$ cat config.mk
export PLATFORM = sky130hd
export DESIGN_NAME = rde_ctrl
export DESIGN_NICKNAME = d
export VERILOG_FILES = /design/src/rtl/rde_pkg.sv /design/src/rtl/rde_ctrl.sv
export SDC_FILE = /design/constraint.sdc
export NUM_CORES = 1
export LEC_CHECK = 0
export BUFFER_PORTS_ARGS = -buffer_cell sky130_fd_sc_hd__buf_2
export CAP_MARGIN = 20
export CORE_AREA = 8 8 45 47
export DETAILED_ROUTE_END_ITERATION = 10
export DIE_AREA = 0 0 53 55
export GPL_TIMING_DRIVEN = 0
export PLACE_DENSITY = 0.74
export SLEW_MARGIN = 40
export SYNTH_ARGS = -nofsm -noshare
export SYNTH_HDL_FRONTEND = slang
export SYNTH_SLANG_ARGS = --single-unit
$ cat constraint.sdc
create_clock -name clk -period 1.9 [get_ports clk]
set_clock_uncertainty 0.2 [all_clocks]
set_input_delay 0.38 -clock clk [delete_from_list [all_inputs] [get_ports clk]]
set_output_delay 0.38 -clock clk [all_outputs]
set_load 0.01 [all_outputs]
$ cat src/rtl/rde_pkg.sv
// shared types, constants and command/status structs of the raster draw engine
// used by every module of the block; depends on nothing

package rde_pkg;

    // default sizes handed to the top level parameters
    localparam int DEF_MAX_WIDTH  = 128;
    localparam int DEF_MAX_HEIGHT = 128;
    localparam int DEF_PAGES      = 2;
    localparam int DEF_MAX_RADIUS = 31;

    // field widths
    localparam int PIX_W   = 32;
    localparam int CNT_W   = 15;
    localparam int CFG_W   = 8;
    localparam int CFG_IDX_W = 1;

    // register indexes of the configuration port
    localparam logic [CFG_IDX_W-1:0] REG_ACTIVE_WIDTH  = 1'b0;
    localparam logic [CFG_IDX_W-1:0] REG_ACTIVE_HEIGHT = 1'b1;
    localparam logic [CFG_W-1:0]     RESET_ACTIVE_SIZE = 8'd128;

    // command codes
    localparam logic [2:0] ACT_POINT  = 3'd0;
    localparam logic [2:0] ACT_HLINE  = 3'd1;
    localparam logic [2:0] ACT_VLINE  = 3'd2;
    localparam logic [2:0] ACT_RECT   = 3'd3;
    localparam logic [2:0] ACT_FILL   = 3'd4;
    localparam logic [2:0] ACT_CIRCLE = 3'd5;
    localparam logic [2:0] ACT_READ   = 3'd6;
    localparam logic [2:0] ACT_UNUSED = 3'd7;

    // signed walk coordinates, wide enough for center minus radius and start plus length
    localparam int CW = 10;
    typedef logic signed [CW-1:0] coord_t;

    // circle arithmetic in Q8
    localparam int SQ_IN_W  = 28;
    localparam int SQ_OUT_W = 14;
    localparam int AA_FULL  = 461;   // 1.8 in Q8
    localparam int AA_EDGE  = 154;   // 0.6 in Q8
    localparam int AA_ONE   = 256;

    // commands from the controller to the datapath
    typedef struct packed {
        logic load;
        logic clr_wr;
        logic seg_load;
        logic seg_inc;
        logic pix_latch;
        logic sq_start;
        logic sq_latch;
        logic mem_rd;
        logic rd_latch;
        logic mem_wr;
        logic step;
        logic out_load;
    } rde_cmd_t;

    // status from the datapath to the controller
    typedef struct packed {
        logic clr_last;
        logic seg_empty;
        logic last_seg;
        logic last_pix;
        logic in_clip;
        logic is_circle;
        logic is_read;
        logic sq_done;
        logic sq_hit;
        logic out_free;
    } rde_stat_t;

endpackage

$ cat src/rtl/rde_ctrl.sv
// controller state machine of the raster draw engine
// depends on rde_pkg for the command and status structs

module rde_ctrl
    import rde_pkg::*;
(
    input  logic      clk,
    input  logic      rst_n,
    input  logic      in_valid,
    output logic      in_ready,
    input  rde_stat_t stat,
    output rde_cmd_t  cmd
);

    typedef enum logic [3:0] {
        S_CLEAR,
        S_IDLE,
        S_SEG,
        S_CHK,
        S_PIX,
        S_SQ,
        S_RD,
        S_RDL,
        S_WR,
        S_ADV,
        S_DONE
    } state_t;

    state_t state_reg, state_next;

    // next state and datapath commands
    always_comb
    begin
        state_next = state_reg;
        cmd        = '0;
        case (state_reg)
            S_CLEAR:
            begin
                cmd.clr_wr = 1'b1;
                if (stat.clr_last)
                    state_next = S_IDLE;
            end
            S_IDLE:
            begin
                if (in_valid)
                begin
                    cmd.load   = 1'b1;
                    state_next = S_SEG;
                end
            end
            S_SEG:
            begin
                cmd.seg_load = 1'b1;
                state_next   = S_CHK;
            end
            S_CHK:
            begin
                if (!stat.seg_empty)
                    state_next = S_PIX;
                else if (stat.last_seg)
                    state_next = S_DONE;
                else
                begin
                    cmd.seg_inc = 1'b1;
                    state_next  = S_SEG;
                end
            end
            S_PIX:
            begin
                cmd.pix_latch = 1'b1;
                if (stat.is_read)
                    state_next = stat.in_clip ? S_RD : S_DONE;
                else if (stat.is_circle)
                begin
                    cmd.sq_start = 1'b1;
                    state_next   = S_SQ;
                end
                else
                    state_next = stat.in_clip ? S_WR : S_ADV;
            end
            S_SQ:
            begin
                if (stat.sq_done)
                begin
                    cmd.sq_latch = 1'b1;
                    state_next   = stat.sq_hit ? S_RD : S_ADV;
                end
            end
            S_RD:
            begin
                cmd.mem_rd = 1'b1;
                state_next = stat.is_read ? S_RDL : S_WR;
            end
            S_RDL:
            begin
                cmd.rd_latch = 1'b1;
                state_next   = S_DONE;
            end
            S_WR:
            begin
                cmd.mem_wr = 1'b1;
                state_next = S_ADV;
            end
            S_ADV:
            begin
                if (!stat.last_pix)
                begin
                    cmd.step   = 1'b1;
                    state_next = S_PIX;
                end
                else if (stat.last_seg)
                    state_next = S_DONE;
                else
                begin
                    cmd.seg_inc = 1'b1;
                    state_next  = S_SEG;
                end
            end
            S_DONE:
            begin
                if (stat.out_free)
                begin
                    cmd.out_load = 1'b1;
                    state_next   = S_IDLE;
                end
            end
            default:
            begin
                state_next = S_IDLE;
            end
        endcase
    end

    // state register; the store is swept clean after reset
    always_ff @(posedge clk or negedge rst_n)
    begin
        if (!rst_n)
            state_reg <= S_CLEAR;
        else
            state_reg <= state_next;
    end

    assign in_ready = (state_reg == S_IDLE);

endmodule

== Word-level counts from Yosys, hierarchy flattened ==
Index checks and enable logic that the tools add are counted.
W data, S select, Z words.
Storage, ports and cells
  bits of input ports: 13
  word-level logic and storage cells: 51
  flip-flop bits (word level): 4
  output and inout bits: 13
Operators by class
  eq/ne operators: 14
  muxes and demuxes: 34
  reductions and logical operators: 2
Operators with widths (count)
  $mux W4: 12
  $pmux W4 S11: 1
  $mux W1: 19
  $eq A4 B3 Y1 const B: 4
  $eq A4 B4 Y1 const B: 3
  $eq A4 B2 Y1 const B: 2
  $ne A2 B2 Y1 const B: 4
  $eq A4 B1 Y1 const B: 1
  $logic_not A4 Y1: 1
  $reduce_and A4 Y1: 1
  $mux W2: 1
  $pmux W1 S2: 1

== Depth between registers and ports, before layout ==
  depth in word-level cells: 4
  gate-level depth with buffers: 5
  mapped depth without buffers: 4

== Worst setup path before layout ==
No wires, ideal clock.
  path type: flip-flop to output port
  start point: register state_reg[2]
  end point: output port cmd[8] in the netlist's numbering
  arrival time: 1304 ps
  required time: 1320 ps
  buffers on the path: 1
  path slack: 16 ps
  stages on the path, launching flop included: 5
  cells stage by stage: dfrtp_1 -> buf_6 -> nand2b_1 -> nor3_1 -> nor4b_1
RTL lines
  from (decl): RTL line rde_ctrl.sv:29  | state_t state_reg, state_next;
  from (signal assigned): RTL line rde_ctrl.sv:140  | state_reg <= state_next;
  to (decl): RTL line rde_ctrl.sv:12  | output rde_cmd_t cmd

==> results.cfg <==
[clock_tree]
clock_tree_from_tritoncts = yes
cts-root-to-sink-buffers = 2
clock_sinks = 4
clock_tree.htree_level_count = 1
clock_tree_root_buffer_cell = clkbuf_4
clk_pin_slew_ns = 0.04
tritoncts.num_buffers = 3
clk_latency_ns = 0.22

[run_status]
violations = negative setup slack
run_status = finished with violations

[worst_hold_path]
timing.hold.worst.class = in2async

[worst_setup_path]
arrival_ns = 1.40
worstPathCellList = buf_6 -> nand2b_4 -> nor3_4 -> nor4b_2 -> buf_2
critPathRequiredTime_ns = 1.32
critPathCaptureType = output port
rr_endpoint = state_reg[3]$_DFFE_PN0P_
startpoint_kind_of_the_worst_setup_timing_path = flop
critPathMaxFanout = 4
cpPeakStageDelay_ns = 0.41
worst_setup_path_endpoint = cmd[8]
worst_r2r_startpoint = state_reg[3]$_DFFE_PN0P_
crit_slowest_cell = dfrtp_1
setup.worst_path.start = state_reg[0]$_DFFE_PN0P_
path_class = reg2out
timing.reg2reg.setup_slack_ns = 0.08
r2r.worst_path.cells = 7

[placement]
gp_routability_congestion = 0.842
place.detailed.instances = 116
port-buffer-count = 25
dp_hpwl_mm = 1.30

[power_and_ir_drop]
power.switching_mw = 0.566
switching_share_pct = 44.4
share_clk_of_total_power_pct = 7.7
p_leak_nw = 0.486
pwr_density_cell_nw_per_um2 = 1390
cellInternalPower_mw = 0.709
power_frac_comb_pct = 80.3
power_frac_seq_pct = 12.0
ir_worst_vdd_mv = 0.566

[logic_synthesis]
synth.yosys.seq_area_share_pct = 17.5
register_bit_count_reported_by_yosys = 4
syn_nets = 88
synthesis.area_um2 = 572
netlist_instances = 75
synthesis.area_per_instance_um2 = 7.62
ys_warn_count = 0
ys_types = 31

[timing]
fmax_ghz = 0.505
number_of_slew_limit_violations_in_the_final_report = 0
fin_tns_setup_ns = -0.133
tightestPinTransition_ns = 0.298
whs_ns = 0.286
rsz0062_at_grt = true
maxSlewHeadroom_pct = 80.1
setup_viol = 3
setup_ws_ns = -0.0786
finalCritPeriodShare_pct = 104
fin_crit_ns = 1.98
hold_violations = 0

[final_layout]
final_nets = 130
fill_cell_count = 125
multiInputGateArea_um2 = 459
antenna_cells_inserted = 0
area_growth_syn_to_layout_pct = 60.6
drive_gt1_share_pct = 51.3
post_layout_nonfiller_instances = 131
largest_reg_flops = 4
seqCellArea_um2 = 101

[global_routing]
first_global_vias = 822
grt.overflow.total = 0
grt_busiest_layer = met2
groute.layer.met2.usage_pct = 29.5
grt_pass1_wl_mm = 3.46
grt.met1_usage_pct = 14.4
grt.total_usage_pct = 15.4
grt_start_max_net_pins = 11
use_met3_pct = 3.21
antenna_violations_before_repair = 0

[floorplan]
dieArea_um2 = 2920
pin_count = 26
die-height_um = 55
start_util_pct = 41.3
area_of_the_core_um2 = 1380
row_count = 14
dieWidth_um = 53

[route]
detail_route.vias_per_cell = 5.73
drt_pass1_iterations = 4
detail_route.wl_per_cell_um = 15.7
dr_drc_count = 0
drt_iter0_drc = 24
antenna_left = 0
route.vias.total = 750
routed_wl_mm = 2.06

[run]
maxCapViolations = 0
[per-layer routing]
metal	routed length (µm)	part of all wire [%]
met1	762	37
met2	1090	53
met3	141	6.8
met4	67	3.3
met5	0	0
[power groups by stage]
| stage | sequential (mW) | combinational (mW) | clock, mW |
|---|---|---|---|
| global placement | 0.158 | 0.704 | 0 |
| detailed placement | 0.161 | 0.712 | 0 |
| CTS | 0.151 | 0.938 | 0.102 |
| global route | 0.157 | 1.10 | 0.108 |
| finish | 0.153 | 1.02 | 0.0988 |
| floorplan | 0.148 | 0.545 | 0 |
[layout by cell type (no fill, tap or decap), types with 2 or more instances in the layout]
master    netlist  routed
nand2b_1        7       6
nand3b_1        2       2
a31oi_1         3       3
nor2_1          6       5
inv_1           6       6
a21oi_1         3       3
buf_2           2      27
nor2b_4         2       2
dfrtp_1         4       3
nor3_4          0       2
nor3_2          0       3
and2_1          2       2
nor3_1         12       7
clkbuf_4        0       3
buf_6           3       6
nand2b_4        0       2
a211o_1         2       2
a21o_1          3       3
buf_4           1       8
o22ai_1         2       2
[how the worst min path moves through the flow]
| stage | slack (ns) | to | cells past startpoint |
|---|---|---|---|
| 6_report | 0.29 | state_reg[2]$_DFFE_PN0P_ | 2 |
| 5_1_grt | 0.29 | state_reg[2]$_DFFE_PN0P_ | 2 |
| 4_1_cts | 0.28 | state_reg[2]$_DFFE_PN0P_ | 2 |
| 3_5_place_dp | -0.01 | state_reg[2]$_DFFE_PN0P_ | 1 |
| 3_3_place_gp | -0.02 | state_reg[2]$_DFFE_PN0P_ | 1 |
| 2_1_floorplan | -0.12 | state_reg[0]$_DFFE_PN0P_ | 0 |
[layout make-up]
class | instances | area share (%)
Buffer | 5 | 4.77
Clock buffer | 3 | 2.45
Inverter | 6 | 2.45
Multi-Input combinational cell | 59 | 50.0
Sequential cell | 4 | 11.0
Tap cell | 16 | 2.18
Timing Repair Buffer | 38 | 27.1
[cells in the mapped netlist]
cell      count  share of area [%]
a31oi_1       3                3.3
nor3_1       12                 11
o21bai_1      1                1.3
inv_1         6                3.9
o211ai_1      1                1.3
nand2_1       1               0.66
o22ai_1       2                2.2
a21oi_1       3                2.6
a221oi_2      1                2.6
buf_2         2                1.8
and2_1        2                2.2
o21ai_0       1               0.87
or2_1         1                1.1
dfrtp_1       4                 18
or4bb_1       1                2.0
nand2b_2      1                1.5
nor2b_4       2                4.8
buf_6         3                5.9
nor4b_1       1                1.5
a221o_1       1                1.8
nor2_1        6                3.9
o211a_1       1                1.8
nand2b_1      7                7.7
nand3b_1      2                2.6
a21o_1        3                3.9
buf_4         1                1.3
a211o_1       2                3.1
mux2i_1       1                1.8
and3b_1       1                1.5
o31ai_1       1                1.3
a32o_1        1                1.8
[metrics by stage]
stage | util [%] | power, mW | cell area (µm²) | setup slack (ns)
4_1_cts | 64.2 | 1.19 | 888 | -0.0490
6_report | 66.4 | 1.28 | 918 | -0.0786
3_5_place_dp | 51.8 | 0.874 | 717 | -0.0677
3_3_place_gp | 51.8 | 0.862 | 717 | -0.0530
2_1_floorplan | - | 0.693 | 572 | 0.0158
5_1_grt | 66.4 | 1.37 | 918 | -0.130
[worst max-delay path: cells and delay by family (launching register included)]
family	cells	cell delay, ns
flops	1	0.41
simple gates	3	0.43
buf+inv	2	0.33
[what timing repair did]
item,4_1_cts,5_1_grt
endpoints found under the setup margin,10,10
resized for setup,13,4
buffers inserted,10,2
endpoints found under the hold margin,4,0
hold buffers,1,0
pin swaps,5,2
[cell families after synthesis]
kind of cell    synth area share [%]
compound gates                  27.8
buf+inv                         12.9
flops                           17.5
mux                             1.75
simple gates                    40.0
Note: power is estimated with default switching activity, not from simulation.
